--- src/design/vafa_pkg.sv ---
// Package for the vision angle frame averager.
// Frame tags, result kinds, register indexes, field widths and shared types.
// No dependencies.
package vafa_pkg;

    localparam logic [7:0] START_BYTE = 8'hAA;
    localparam logic [7:0] ANGLE_TAG  = 8'hEE;
    localparam logic [7:0] ANGLE_END  = 8'hBB;
    localparam logic [7:0] SHAPE_TAG  = 8'hFF;

    localparam int BYTE_W   = 8;
    localparam int MEAN_W   = 16;
    localparam int SCALED_W = 24;
    localparam int SHAPE_W  = 16;
    localparam int GAIN_W   = 16;
    localparam int DB_W     = 15;
    localparam int CFG_W    = 16;
    localparam int CFG_IDX_W = 1;

    // Q15 gain to Q8 output
    localparam int GAIN_SHIFT = 7;

    localparam int SCALED_MAX = 8388607;
    localparam int SCALED_MIN = -8388608;

    localparam logic KIND_ANGLE = 1'b0;
    localparam logic KIND_SHAPE = 1'b1;

    localparam logic [CFG_IDX_W-1:0] REG_DEADBAND = 1'b0;
    localparam logic [CFG_IDX_W-1:0] REG_GAIN     = 1'b1;

    localparam logic [DB_W-1:0]   DEADBAND_RST = 15'd10;
    localparam logic [GAIN_W-1:0] GAIN_RST     = 16'd26214;

    // Decode event from the framer
    typedef struct packed {
        logic done;
        logic kind;
    } t_frame_ev;

endpackage

--- src/design/vafa_framer.sv ---
// Byte framer and sample accumulator for the vision angle frame averager.
// Tracks frame position, keeps header bytes 1..4, sums angle samples.
// Depends on vafa_pkg.
module vafa_framer #(
    parameter int FRAME_LEN        = 8,
    parameter int SAMPLES_PER_MEAN = 8,
    parameter int SUM_W            = 20
) (
    input  logic                          i_clk,
    input  logic                          i_rst_n,
    input  logic                          i_accept,
    input  logic [vafa_pkg::BYTE_W-1:0]   i_byte,
    output vafa_pkg::t_frame_ev           o_ev,
    output logic signed [SUM_W-1:0]       o_sum,
    output logic [vafa_pkg::SHAPE_W-1:0]  o_shape
);
    import vafa_pkg::*;

    localparam int CNT_W  = $clog2(FRAME_LEN);
    localparam int SCNT_W = (SAMPLES_PER_MEAN > 1) ? $clog2(SAMPLES_PER_MEAN) : 1;

    logic [CNT_W-1:0]        r_cnt;
    logic [CNT_W-1:0]        n_cnt;
    logic [SCNT_W-1:0]       r_scnt;
    logic [SCNT_W-1:0]       n_scnt;
    logic signed [SUM_W-1:0] r_sum;
    logic signed [SUM_W-1:0] n_sum;
    logic [BYTE_W-1:0]       r_hdr [4];
    logic [BYTE_W-1:0]       hdr_cur [4];
    logic                    frame_end;
    logic                    is_angle;
    logic                    is_shape;
    logic                    mean_done;
    logic signed [SUM_W-1:0] sum_add;
    logic [SHAPE_W-1:0]      word;

    // header bytes 1..4; the closing byte may itself be byte 4
    always_comb begin
        for (int k = 0; k < 4; k++) begin
            hdr_cur[k] = (r_cnt == CNT_W'(k + 1)) ? i_byte : r_hdr[k];
        end
    end

    assign word      = {hdr_cur[2], hdr_cur[1]};
    assign frame_end = (r_cnt == CNT_W'(FRAME_LEN - 1));
    assign is_angle  = (hdr_cur[0] == ANGLE_TAG) && (hdr_cur[3] == ANGLE_END);
    assign is_shape  = (hdr_cur[0] == SHAPE_TAG);
    assign sum_add   = r_sum + SUM_W'($signed(word));
    assign mean_done = (r_scnt == SCNT_W'(SAMPLES_PER_MEAN - 1));

    always_comb begin
        n_cnt     = r_cnt;
        n_scnt    = r_scnt;
        n_sum     = r_sum;
        o_ev.done = 1'b0;
        o_ev.kind = KIND_ANGLE;
        o_sum     = '0;
        o_shape   = '0;
        priority if (r_cnt == '0 && i_byte != START_BYTE) begin
            n_cnt = '0;
        end else if (frame_end) begin
            n_cnt = '0;
            priority if (is_angle) begin
                if (mean_done) begin
                    o_ev.done = 1'b1;
                    o_sum     = sum_add;
                    n_sum     = '0;
                    n_scnt    = '0;
                end else begin
                    n_sum  = sum_add;
                    n_scnt = r_scnt + 1'b1;
                end
            end else if (is_shape) begin
                o_ev.done = 1'b1;
                o_ev.kind = KIND_SHAPE;
                o_shape   = word;
            end else begin
                n_cnt = '0;
            end
        end else begin
            n_cnt = r_cnt + 1'b1;
        end
    end

    always_ff @(posedge i_clk) begin
        if (!i_rst_n) begin
            r_cnt  <= '0;
            r_scnt <= '0;
            r_sum  <= '0;
        end else if (i_accept) begin
            r_cnt  <= n_cnt;
            r_scnt <= n_scnt;
            r_sum  <= n_sum;
        end
    end

    always_ff @(posedge i_clk) begin
        if (i_accept) begin
            for (int k = 0; k < 4; k++) begin
                if (r_cnt == CNT_W'(k + 1)) begin
                    r_hdr[k] <= i_byte;
                end
            end
        end
    end

endmodule

--- src/design/vision_angle_frame_averager.sv ---
// Vision angle frame averager, top level.
// Framer plus the mean, deadband and gain pipeline. Depends on vafa_pkg, vafa_framer.
//
// Takes one received byte per transaction, every cycle it is sent and not stalled.
// Frames start on 0xAA and are FRAME_LEN bytes long. An angle frame (byte 1 0xEE,
// byte 4 0xBB) adds its signed little-endian sample (bytes 2, 3) to a running sum;
// every SAMPLES_PER_MEAN samples one result leaves carrying the mean (truncated
// toward zero, zeroed when its magnitude is within deadband_limit) and that mean
// times output_gain (Q1.15) in Q8, truncated toward zero and saturated to 24 bits.
// A shape frame (byte 1 0xFF) leaves its 16-bit word. Other frames give nothing.
// Throughput is one byte per cycle while input stall is low. After the transaction of
// the frame's last byte a result passes framer register, reciprocal multiply for
// the mean, deadband, gain multiply, Q8 rounding and saturation. Each stage holds
// only while the stage after it is full and stalled, so input stall rises only when
// all five result stages are occupied. Configuration writes go through a plain
// write port: index 0 deadband_limit, index 1 output_gain.
module vision_angle_frame_averager #(
    parameter int FRAME_LEN        = 8,
    parameter int SAMPLES_PER_MEAN = 8
) (
    input  logic                                i_clk,
    input  logic                                i_rst_n,
    input  logic                                i_in_valid,
    output logic                                o_in_stall,
    input  logic [vafa_pkg::BYTE_W-1:0]         i_rx_byte,
    output logic                                o_out_valid,
    input  logic                                i_out_stall,
    output logic                                o_result_kind,
    output logic signed [vafa_pkg::MEAN_W-1:0]  o_mean_angle,
    output logic signed [vafa_pkg::SCALED_W-1:0] o_scaled_angle,
    output logic [vafa_pkg::SHAPE_W-1:0]        o_shape_word,
    input  logic                                i_cfg_we,
    input  logic [vafa_pkg::CFG_IDX_W-1:0]      i_cfg_idx,
    input  logic [vafa_pkg::CFG_W-1:0]          i_cfg_data
);
    import vafa_pkg::*;

    // sum range covers SAMPLES_PER_MEAN full-scale samples
    localparam int SUM_W    = MEAN_W + 1 + $clog2(SAMPLES_PER_MEAN);
    // floor(mag * RECIP >> RECIP_SH) == mag / N for every mag below 2**SUM_W
    localparam int RECIP_SH = SUM_W + $clog2(SAMPLES_PER_MEAN);
    localparam int RECIP_W  = RECIP_SH + 1;
    localparam longint unsigned RECIP_L =
        ((64'd1 << RECIP_SH) + SAMPLES_PER_MEAN - 1) / SAMPLES_PER_MEAN;
    localparam logic [RECIP_W-1:0] RECIP = RECIP_W'(RECIP_L);
    localparam int PROD_W   = SUM_W + RECIP_W;
    // quotient magnitude never exceeds 32768
    localparam int Q_W      = MEAN_W + 1;
    localparam int GP_W     = MEAN_W + GAIN_W + 1;
    localparam logic signed [GP_W-1:0] SAT_HI  = GP_W'(SCALED_MAX);
    localparam logic signed [GP_W-1:0] SAT_LO  = GP_W'(SCALED_MIN);
    localparam logic [GP_W-1:0]        RND_ADD = GP_W'((1 << GAIN_SHIFT) - 1);

    // config registers
    logic [DB_W-1:0]   r_deadband;
    logic [GAIN_W-1:0] r_gain;

    always_ff @(posedge i_clk) begin
        if (!i_rst_n) begin
            r_deadband <= DEADBAND_RST;
            r_gain     <= GAIN_RST;
        end else if (i_cfg_we) begin
            unique case (i_cfg_idx)
                REG_DEADBAND: r_deadband <= i_cfg_data[DB_W-1:0];
                REG_GAIN:     r_gain     <= i_cfg_data[GAIN_W-1:0];
                default: ;
            endcase
        end
    end

    // stage enables: a stage loads when it is empty or its successor moves
    logic en1, en2, en3, en4, en_o;
    logic r_v1, r_v2, r_v3, r_v4, r_out_valid;
    logic accept;

    assign en_o = !r_out_valid || !i_out_stall;
    assign en4  = !r_v4 || en_o;
    assign en3  = !r_v3 || en4;
    assign en2  = !r_v2 || en3;
    assign en1  = !r_v1 || en2;

    assign o_in_stall  = !en1;
    assign accept      = i_in_valid && en1;
    assign o_out_valid = r_out_valid;

    // framing and accumulation
    t_frame_ev               ev;
    logic signed [SUM_W-1:0] fr_sum;
    logic [SHAPE_W-1:0]      fr_shape;

    vafa_framer #(
        .FRAME_LEN        (FRAME_LEN),
        .SAMPLES_PER_MEAN (SAMPLES_PER_MEAN),
        .SUM_W            (SUM_W)
    ) u_framer (
        .i_clk    (i_clk),
        .i_rst_n  (i_rst_n),
        .i_accept (accept),
        .i_byte   (i_rx_byte),
        .o_ev     (ev),
        .o_sum    (fr_sum),
        .o_shape  (fr_shape)
    );

    // pipeline payload
    logic                     r1_kind, r2_kind, r3_kind, r4_kind;
    logic [SHAPE_W-1:0]       r1_shape, r2_shape, r3_shape, r4_shape;
    logic signed [SUM_W-1:0]  r1_sum;
    logic                     r2_neg;
    logic [PROD_W-1:0]        r2_prod;
    logic signed [MEAN_W-1:0] r3_mean;
    logic signed [MEAN_W-1:0] r4_mean;
    logic signed [GP_W-1:0]   r4_prod;

    logic [SUM_W-1:0]         mag;
    logic [Q_W-1:0]           quot;
    logic [Q_W-1:0]           quot_db;
    logic [Q_W-1:0]           mean_q;
    logic signed [GP_W-1:0]   rnd;
    logic signed [GP_W-1:0]   shifted;
    logic signed [SCALED_W-1:0] scaled;

    // stage 2: magnitude times reciprocal
    assign mag = r1_sum[SUM_W-1] ? SUM_W'(-r1_sum) : SUM_W'(r1_sum);

    // stage 3: quotient, deadband, sign back
    assign quot    = r2_prod[RECIP_SH +: Q_W];
    assign quot_db = (quot <= Q_W'(r_deadband)) ? '0 : quot;
    assign mean_q  = r2_neg ? Q_W'(-quot_db) : quot_db;

    // stage 5: Q15 -> Q8 toward zero, then saturate
    assign rnd     = r4_prod + (r4_prod[GP_W-1] ? $signed(RND_ADD) : $signed(GP_W'(0)));
    assign shifted = rnd >>> GAIN_SHIFT;

    always_comb begin
        priority if (shifted > SAT_HI) begin
            scaled = SCALED_W'(SAT_HI);
        end else if (shifted < SAT_LO) begin
            scaled = SCALED_W'(SAT_LO);
        end else begin
            scaled = shifted[SCALED_W-1:0];
        end
    end

    always_ff @(posedge i_clk) begin
        if (!i_rst_n) begin
            r_v1        <= 1'b0;
            r_v2        <= 1'b0;
            r_v3        <= 1'b0;
            r_v4        <= 1'b0;
            r_out_valid <= 1'b0;
        end else begin
            if (en1)  r_v1        <= accept && ev.done;
            if (en2)  r_v2        <= r_v1;
            if (en3)  r_v3        <= r_v2;
            if (en4)  r_v4        <= r_v3;
            if (en_o) r_out_valid <= r_v4;
        end
    end

    always_ff @(posedge i_clk) begin
        if (en1) begin
            r1_kind  <= ev.kind;
            r1_sum   <= fr_sum;
            r1_shape <= fr_shape;
        end
        if (en2) begin
            r2_kind  <= r1_kind;
            r2_shape <= r1_shape;
            r2_neg   <= r1_sum[SUM_W-1];
            r2_prod  <= PROD_W'(mag) * PROD_W'(RECIP);
        end
        if (en3) begin
            r3_kind  <= r2_kind;
            r3_shape <= r2_shape;
            r3_mean  <= mean_q[MEAN_W-1:0];
        end
        if (en4) begin
            r4_kind  <= r3_kind;
            r4_shape <= r3_shape;
            r4_mean  <= r3_mean;
            r4_prod  <= GP_W'(r3_mean) * $signed({1'b0, r_gain});
        end
        if (en_o) begin
            o_result_kind  <= r4_kind;
            o_shape_word   <= r4_shape;
            o_mean_angle   <= r4_mean;
            o_scaled_angle <= scaled;
        end
    end

endmodule

--- config.mk ---
export PLATFORM = sky130hd
export DESIGN_NAME = vision_angle_frame_averager
export DESIGN_NICKNAME = d
export VERILOG_FILES = /design/src/design/vafa_pkg.sv /design/src/design/vafa_framer.sv /design/src/design/vision_angle_frame_averager.sv
export SDC_FILE = /design/constraint.sdc
export NUM_CORES = 1
export LEC_CHECK = 0
export ABC_CLOCK_PERIOD_IN_PS = 5700
export BUFFER_PORTS_ARGS = -buffer_cell sky130_fd_sc_hd__buf_2
export CAP_MARGIN = 15
export CORE_ASPECT_RATIO = 0.7
export CORE_MARGIN = 1
export CORE_UTILIZATION = 40
export DETAILED_ROUTE_END_ITERATION = 7
export GPL_ROUTABILITY_DRIVEN = 0
export PLACE_DENSITY = 0.58
export SLEW_MARGIN = 30
export SYNTH_ARGS = -nofsm -noshare
export SYNTH_HDL_FRONTEND = slang
export SYNTH_HIERARCHICAL = 1
export SYNTH_SLANG_ARGS = --single-unit
--- constraint.sdc ---
create_clock -name i_clk -period 5.7 [get_ports i_clk]
set_clock_uncertainty 0.05 [all_clocks]
set_input_delay 0.285 -clock i_clk [delete_from_list [all_inputs] [get_ports i_clk]]
set_output_delay 0.285 -clock i_clk [all_outputs]
set_load 0.005 [all_outputs]
==> impl_metrics.toml, run 1 <==
[status]
outcome = "complete, but fails checks"
failed_checks = "setup timing"

[logic_synthesis]
synth-simple-area-share_pct = 14.59
synth_nets = 2459
synthCells = 2061
async_flop_share_pct = 0
synth_compound_area_share_pct = 7.077
avgSynthCellArea_sq_um = 10.83
yosys.area.top_type = "edfxtp_1"
synth_top_area_share_pct = 34.97
ys.flop_type = "edfxtp_1"
yosysWarnings = 6
yosysSeqAreaShare_pct = 40.52
ys_types = 70
synth-edff-count = 260
muxShareOfSynthArea_pct = 1.025
syn-cell-area_sq_mm = 0.02233
synth_adder_area_share_pct = 27.18
synth_area_leaders = "edfxtp_1 35%, fa_1 17%, ha_1 9.7%"
synthXorXnorAreaFrac_pct = 3.609
synth_top_family_by_area = "adder cells"
synth-seq-cells = 322

[timing]
finalWorstSetupSlack_ps = -292.1
fin_tns_setup_ps = -2352
grt_setup_unrepaired = "true"
fin_crit_sh_pct = 105.1
fin_crit_ps = 5992
fmax_mhz = 166.9
slew_headroom_pct = 38.48
final-hold-violation-count = 0
finalMaxSlewViolations = 0
worst_pin_slew_ps = 922.9
finalSetupViolCount = 14

[setup_path]
crit_type = "register to register"
cp_slowest_cell = "fa_1"
worstPathCellList = "buf_6 > buf_6 > and2_4 > fa_1 > inv_2 > fa_1 > inv_1 > ha_2 > fa_1 > fa_1 > inv_2 > fa_1 > inv_2 > ha_4 > a21oi_4 > buf_6 > o221ai_4 > a211o_1 > a21o_1 > a21oi_2 > o21bai_2 > a211o_1"
crit_fanout = 7
worst-endpoint-arrival_ps = 6280
cp_common_cell = "fa_1"
cp.required_ps = 5990
end_kind = "register"
cpPeakStageDelay_ps = 570
worstSetupStartpointType = "register"

[clocking]
cts_tree = "done"
cts-root-buf = "clkbuf_16"
cts.clk_slew.worst_paths_ps = 70
clk_latency_ps = 590
h-tree-depth = 1
clk_path_buf_depth = 3
cts_inserted_buffers = 31
clock_sinks = 322

[grt]
antenna_found_initial = 0
grt_use_total_pct = 19.21
grt_first_pass_wirelength_mm = 85.51
overflow = 0
grt_max_degree = 67
grt_pass1_vias = 15410

[pwr]
power.density_mw_per_mm2 = 176.5
ir_drop_v = 0.0001965
p_leak_nw = 12.44

[cells_and_area]
drive_above_1_share_pct = 20.47
diodes = 0
final_common_cell = "nand2_1"
nets = 2716
area_growth_pct = 19.80
layout_common_cells = "266 x nand2_1, 260 x inv_1, 260 x edfxtp_1, 182 x fa_1, 157 x ha_1"

[routing]
drtIter0Drc = 1090
drt_wl_total_mm = 54.09
drt-vias-per-instance = 5.036
first_pass_iters = 5
drc = 0
wl_per_cell_um = 17.56
wirelength_met1_mm = 27.89
via_count = 15510
met2WireLength_mm = 21.33
route.met3.wl_mm = 4.257
top_layer_used = "met4"
antenna_left = 0

[flow_run]
max-cap-violations = 0

[floorplan]
pin_count = 89
die_area_sq_mm = 0.05679
die-width_um = 284.4
start_util_pct = 40.43
core-area_sq_mm = 0.05522
die_h_um = 199.7
fp-row-count = 72

[placed_design]
dp_hpwl_mm = 42.00
portBuffers = 88
dp_slack_ps = -669.2

[min_path]
hold_class = "input port to register"
[metal layers]
metal | vias to the layer above | GRT usage [%]
met1 | 7642 | 30.37
met5 | - | 0
met3 | 45 | 4.543
met4 | 0 | 2.947
li1 | 7379 | -
met2 | 445 | 26.55
[registers in the layout (all words and copies together), names as in the netlist, 16 cells and up]
name	count
r1_shape	16
r2_prod	17
r4_prod	33
o_scaled_angle	24
u_framer/r_sum	20
r3_mean	16
r1_sum	20
r4_mean	16
r_gain	16
o_mean_angle	16
o_shape_word	16
r2_shape	16
u_framer/r_hdr	32
r4_shape	16
r3_shape	16
[repair_timing]
action | in CTS | in global routing
pin swaps | 47 | 60
hold endpoints to repair | 63 | 0
setup buffers | 29 | 21
hold buffers | 26 | 0
gates resized for setup | 64 | 85
setup endpoints to repair | 19 | 20
[logic make-up after synthesis]
logic type                 after synthesis
xor gates and xnor gates                92
AOI/OAI and AO/OA                      244
muxes                                   21
adders and majority gates              368
and+or+nand+nor                        660
DFF                                    322
buffers and inverters                  354
[path summary, 6_finish.rpt]
| kind | cells past startpoint | endpoint | startpoint | slack, ps |
|---|---|---|---|---|
| min reg2reg | 0 | r4_kind$_DFFE_PP_ | r3_kind$_DFFE_PP_ | 360 |
| min | 4 | r_deadband[6]$_SDFFE_PN0P_ | i_cfg_idx | 90 |
| max | 22 | r4_prod[19]$_DFFE_PP_ | r3_mean[5]$_DFFE_PP_ | -290 |
| max reg2reg | 22 | r4_prod[19]$_DFFE_PP_ | r3_mean[5]$_DFFE_PP_ | -290 |
[where the power goes]
| part | internal (W) | leakage [nW] | switching [W] |
|---|---|---|---|
| clock | 0.00114 | 0.470 | 0.000911 |
| combinational | 0.0000549 | 8.37 | 0.0000812 |
| sequential | 0.00252 | 3.61 | 0.0000189 |
| total | 0.00371 | 12.4 | 0.00101 |
[critical path: cells and delay by family (launching register included)]
family                   cells  cell delay (ps)
AND/OR/NAND/NOR              1              150
buffers and inverters        7              610
AO/OA/AOI/OAI                7             1420
adder cells (fa/ha/maj)      7             3060
flip-flops                   1              450
[area by class of cell]
cell class / count / area, sq um
clock buffers: 36 / 794.5
clock inverters: 19 / 195.2
fillers: 4993 / 28470
inverters: 289 / 1087
multi-input cells: 1385 / 12570
flip-flops and latches: 322 / 9060
well taps: 740 / 925.9
repair buffers: 289 / 2120
[cells in the mapped netlist, types with 6 or more instances]
master	n
edfxtp_1	260
nand2b_1	15
clkbuf_1	62
o211ai_1	11
xnor2_1	60
inv_1	286
and3_1	16
a311o_1	6
fa_1	195
dfxtp_1	62
mux2_2	15
o31ai_1	10
mux2i_1	6
nor2_1	81
and2_1	120
a21oi_1	70
nand3_1	23
or3_1	14
a21o_1	14
o21ai_1	10
a21boi_0	28
nand2_1	275
xor2_1	32
nor2b_1	34
nand4_1	20
o21ai_0	40
ha_1	173
nor3_1	27
[through the flow]
stage | hold slack [ps] | total power [W] | instances | area [sq um] | util [%]
final | 92.15 | 0.004723 | 3080 | 26750 | 48.44
after global routing | 105.5 | 0.004872 | 3080 | 26750 | 48.44
after CTS | 74.79 | 0.004766 | 3061 | 26290 | 47.61
after detailed placement | 354.5 | 0.002707 | 2951 | 24580 | 44.51
after global placement | 351.5 | 0.002704 | 2951 | 24570 | 44.50
after floorplan | 333.9 | 0.002637 | 2061 | 22630 | -
Note: power is estimated with default switching activity, not from simulation.
==> run 2, diff against run 1 <==
Settings changed: ABC_CLOCK_PERIOD_IN_PS 5700 to 5000.
Clock period 5.7 ns to 5 ns, I/O delays scaled along.
==> run 2 against run 1 <==
  * The run still ends with setup timing left
  * Critical path depth is 1 higher
  * Sequential cell count stayed put
  * Highest routed layer unchanged
  * Cell count is 0.16% higher
  * Largest cell class unchanged
  * Clock power is 21% higher
==> impl_metrics.toml, run 2 (synthesis gave the netlist of run 1 again) <==
[routing]
antenna_left = 0
first_pass_iters = 5
route.met3.wl_mm = 3.877
drt-vias-per-instance = 4.995
met2WireLength_mm = 21.41
drt_wl_total_mm = 53.87
via_count = 15410
drtIter0Drc = 1248
wl_per_cell_um = 17.46
top_layer_used = "met4"
wirelength_met1_mm = 27.91
drc = 0

[clocking]
clk_latency_ps = 540
clock_sinks = 322
cts_inserted_buffers = 34
cts.clk_slew.worst_paths_ps = 60
cts_tree = "done"
clk_path_buf_depth = 3
h-tree-depth = 2
cts-root-buf = "clkbuf_16"

[cells_and_area]
top_regs = "r4_prod (33), u_framer/r_hdr (32), o_scaled_angle (24)"
drive_above_1_share_pct = 19.53
diodes = 0
multi_input_area_sq_mm = 0.01247
largest_reg_flops = 33
regMostFlops = "r4_prod"
nets = 2721
area_growth_pct = 19.89
stdcell_area_sq_mm = 0.02677
final_util_pct = 48.48
layout_common_cells = "270 x inv_1, 267 x nand2_1, 260 x edfxtp_1, 185 x fa_1, 158 x ha_1"
regArea_sq_mm = 0.009062
final_common_cell = "inv_1"
fillers = 5032

[timing]
grt_setup_unrepaired = "true"
finalMaxSlewViolations = 0
fin_tns_setup_ps = -15930
worst_pin_slew_ps = 888.6
fin_crit_sh_pct = 119.1
fin_crit_ps = 5954
finalWorstSetupSlack_ps = -953.8
final-hold-violation-count = 0
hold_slack_ps = 116.8
fmax_mhz = 168.0
slew_headroom_pct = 40.76
finalSetupViolCount = 23

[setup_path]
r2r_cells = 23
r2r_end = "r4_prod[31]$_DFFE_PP_"
worstReg2RegStart = "r3_mean[6]$_DFFE_PP_"
worst-endpoint-arrival_ps = 6290
ff2ff_setup_slack_ps = -950
crit_fanout = 7
crit_path_start = "r3_mean[6]$_DFFE_PP_"
cp.required_ps = 5340
worstSetupStartpointType = "register"
crit_type = "register to register"
end_kind = "register"
crit_end = "r4_prod[31]$_DFFE_PP_"

[placed_design]
placed_area_sq_mm = 0.02497
portBuffers = 88
dp_hpwl_mm = 41.59

[pwr]
ir_drop_v = 0.0002237
power.density_mw_per_mm2 = 207.2
p_leak_nw = 12.48

[grt]
grt_use_total_pct = 19.26
overflow = 0
antenna_found_initial = 0
grt_first_pass_wirelength_mm = 85.01
grt_pass1_vias = 15350
grt_max_degree = 58

[flow_run]
max-cap-violations = 0

[status]
failed_checks = "setup timing"
outcome = "complete, but fails checks"

[floorplan]
fp-row-count = 72
die_h_um = 199.7
pin_count = 89
die-width_um = 284.4
die_area_sq_mm = 0.05679
core-area_sq_mm = 0.05522
start_util_pct = 40.43

[min_path]
holdPathStages = 4
hold_class = "input port to register"
-- run 2: cell types whose count changed in the layout (fill, tap and decap cells not counted), sizes merged --
cell      previous run  this run
inv                289       291
clkbuf              36        39
clkinvlp             4         1
clkinv              12        13
buf                263       265
-- run 2: cell type report --
class / instances / area share (%)
Inverter: 289 / 4.052
Tap cell: 740 / 3.459
Multi-Input combinational cell: 1385 / 46.59
Clock inverter: 19 / 0.7151
Clock buffer: 39 / 3.286
Sequential cell: 322 / 33.85
Timing Repair Buffer: 291 / 8.044
-- run 2: power breakdown --
group	leakage [nW]	switching, W	internal, W	total [W]
sequential	3.61	0.0000236	0.00287	0.00290
clock	0.524	0.00107	0.00143	0.00249
combinational	8.35	0.0000918	0.0000652	0.000157
-- run 2: through the flow --
stage | total power, W | instances | worst slack (ps)
floorplan | 0.003006 | 2061 | -777.9
global placement | 0.003088 | 2979 | -1080
detailed placement | 0.003092 | 2979 | -1220
CTS | 0.005610 | 3080 | -896.9
global route | 0.005723 | 3085 | -1137
finish | 0.005546 | 3085 | -953.8
-- run 2: repair_timing --
item,4_1_cts,5_1_grt
pin swaps,29,24
endpoints found under the hold margin,64,0
hold buffers,26,0
setup buffers,18,7
gates resized for setup,42,37
setup endpoints to repair,23,23
-- run 2: worst min path at each step --
stage / slack, ps / startpoint / endpoint
after floorplan: 300 / i_rx_byte[0] / u_framer/r_hdr[0][0]$_DFFE_PP_
after CTS: 100 / i_cfg_idx / r_deadband[2]$_SDFFE_PN0P_
final: 120 / i_cfg_idx / r_deadband[2]$_SDFFE_PN0P_
after global routing: 140 / i_cfg_idx / r_deadband[0]$_SDFFE_PN0P_
after detailed placement: 350 / r4_mean[4]$_DFFE_PP_ / o_mean_angle[4]$_DFFE_PP_
after global placement: 350 / r2_shape[13]$_DFFE_PP_ / r3_shape[13]$_DFFE_PP_
-- run 2: routing by layer --
metal / track usage (%) / vias to the layer above
li1: - / 7404
met1: 30.64 / 7493
met2: 26.25 / 459
met3: 4.235 / 54
met4: 3.763 / 0
met5: 0 / -
-- run 2: critical path, cell delays in order, from the launching register on --
cell	delay (ps)
edfxtp_1	420
buf_6	150
buf_6	120
buf_6	120
and2_4	150
fa_1	550
inv_2	40
fa_1	490
inv_1	40
ha_2	170
fa_1	480
fa_1	560
inv_2	40
fa_1	480
inv_2	50
ha_4	290
nand4_1	170
o221ai_4	230
a211o_1	220
nand2_2	110
o22ai_4	180
a311oi_2	140
or4_1	430
o211ai_1	110
==> run 3, diff against run 2 <==
Settings changed: REMOVE_ABC_BUFFERS set to 1.
==> run 3 against run 2 <==
  * The run still ends with setup timing left
  * Clock power up 2%
  * Hold slack got worse by 9.4 ps
  * Die area is the same
  * Sequential share of layout area up 0.085 points
  * Register-to-register slack barely moved
  * Wire length decreased by 3.5%
  * Combinational power shrank 3%
  * Clock-buffer cell count rose by 4
  * Critical endpoint is now r4_prod[30]$_DFFE_PP_
  * Highest routed layer unchanged
==> impl_metrics.toml, run 3 (synthesis gave the netlist of run 1 again) <==
[clocking]
cts_inserted_buffers = 34
clk_path_buf_depth = 3
cts.clk_slew.worst_paths_ps = 70
cts-root-buf = "clkbuf_16"
cts_tree = "done"
clk_latency_ps = 550
h-tree-depth = 2
clock_sinks = 322

[setup_path]
end_kind = "register"
ff2ff_setup_slack_ps = -950
cp_common_cell = "fa_1"
worstSetupStartpointType = "register"
r2r_end = "r4_prod[30]$_DFFE_PP_"
crit_type = "register to register"
cp.required_ps = 5250
cpPeakStageDelay_ps = 560
cp_slowest_cell = "fa_1"
worst-endpoint-arrival_ps = 6200
crit_path_start = "r3_mean[6]$_DFFE_PP_"
worstPathCellList = "buf_6 > and2_4 > fa_1 > inv_2 > fa_1 > inv_2 > fa_1 > fa_2 > fa_1 > inv_2 > fa_1 > inv_2 > ha_4 > nand4_1 > nor4b_2 > nor3_2 > nand2_2 > a211oi_4 > o31ai_2 > a21oi_1 > xnor2_1"
r2r_cells = 21
crit_fanout = 8
worstReg2RegStart = "r3_mean[6]$_DFFE_PP_"
crit_end = "r4_prod[30]$_DFFE_PP_"

[cells_and_area]
drive_above_1_share_pct = 19.19
fin_cells = 3080
final_common_cell = "inv_1"
regArea_sq_mm = 0.009074
area_growth_pct = 19.74
stdcell_area_sq_mm = 0.02674
diodes = 0
regMostFlops = "r4_prod"
fillers = 4958
largest_reg_flops = 33
multi_input_area_sq_mm = 0.01244
layout_common_cells = "270 x inv_1, 269 x nand2_1, 260 x edfxtp_1, 189 x fa_1, 159 x ha_1"
nets = 2713
top_regs = "r4_prod (33), u_framer/r_hdr (32), o_scaled_angle (24)"

[pwr]
ir_drop_v = 0.0002158
p_leak_nw = 12.46
power.density_mw_per_mm2 = 209.0

[grt]
grt_max_degree = 58
grt_use_total_pct = 18.48
grt_first_pass_wirelength_mm = 82.88
antenna_found_initial = 0
overflow = 0
grt_pass1_vias = 15230

[timing]
finalSetupViolCount = 23
finalWorstSetupSlack_ps = -951.2
fin_crit_sh_pct = 119.0
grt_setup_unrepaired = "true"
fin_crit_ps = 5951
finalMaxSlewViolations = 0
final-hold-violation-count = 0
worst_pin_slew_ps = 917.0
fmax_mhz = 168.0
slew_headroom_pct = 38.86

[floorplan]
die-width_um = 284.4
fp-row-count = 72
die_area_sq_mm = 0.05679
core-area_sq_mm = 0.05522
start_util_pct = 40.43
die_h_um = 199.7
pin_count = 89

[placed_design]
portBuffers = 88
dp_hpwl_mm = 40.28
dp.cells = 2961
placed_area_sq_mm = 0.02450

[routing]
drt_wl_total_mm = 51.98
via_count = 15350
drtIter0Drc = 1005
antenna_left = 0
first_pass_iters = 6
drt-vias-per-instance = 4.983
drc = 0
wl_per_cell_um = 16.88

[status]
outcome = "complete, but fails checks"
failed_checks = "setup timing"

[min_path]
hold_class = "input port to register"

[flow_run]
max-cap-violations = 0
## run 3: worst min-delay path by stage
stage	from	depth (start not counted)	slack, ps	end
finish	i_cfg_idx	4	110	r_deadband[2]$_SDFFE_PN0P_
global placement	r2_shape[7]$_DFFE_PP_	0	350	r3_shape[7]$_DFFE_PP_
CTS	i_cfg_idx	4	80	r_deadband[2]$_SDFFE_PN0P_
floorplan	i_rst_n	1	270	r_gain[10]$_SDFFE_PN1P_
detailed placement	r4_mean[0]$_DFFE_PP_	0	350	o_mean_angle[0]$_DFFE_PP_
global route	i_cfg_idx	4	130	r_deadband[2]$_SDFFE_PN0P_
## run 3: layout make-up
| class | instances | area share (%) |
|---|---|---|
| Multi-Input combinational cell | 1385 | 46.54 |
| Inverter | 289 | 4.057 |
| Clock inverter | 18 | 0.8283 |
| Tap cell | 740 | 3.463 |
| Sequential cell | 322 | 33.94 |
| Clock buffer | 43 | 3.309 |
| Timing Repair Buffer | 283 | 7.862 |
## run 3: stage by stage
stage / hold WS, ps / setup TNS [ps] / setup slack (ps) / util, % / total power [W]
2_1_floorplan: 271.8 / -13480 / -1126 / - / 0.002992
3_3_place_gp: 350.9 / -23060 / -1399 / 44.36 / 0.003083
3_5_place_dp: 354.5 / -24160 / -1499 / 44.37 / 0.003085
4_1_cts: 83.50 / -15690 / -981.8 / 47.84 / 0.005656
5_1_grt: 128.3 / -19610 / -1140 / 48.42 / 0.005771
6_report: 107.4 / -15400 / -951.2 / 48.42 / 0.005587
## run 3: report_power, final
group	internal, W	switching, W
Combinational	0.0000626	0.0000903
Clock	0.00148	0.00106
Sequential	0.00287	0.0000220
## run 3: timing repair
action | CTS | global route
endpoints found under the setup margin | 24 | 23
gates resized for setup | 98 | 56
hold endpoints to repair | 59 | 0
buffers inserted | 18 | 15
hold buffers | 26 | 0
pin swaps | 44 | 32
## run 3: per-layer routing
metal	global-route usage [%]	vias up	part of all wire (%)
met5	0	-	0
met4	3.863	0	1.3
met3	4.920	61	7.5
met2	26.23	432	40
met1	27.91	7481	51
li1	-	7374	-
## run 3: worst max-delay path, delay by kind of cell, from the launching register on
kind / cells / cell delay, ps
adder cells (fa/ha/maj): 7 / 3380
AND/OR/NAND/NOR: 5 / 890
AO/OA/AOI/OAI: 3 / 510
flip-flops: 1 / 380
buffers and inverters: 5 / 340
XOR/XNOR: 1 / 140
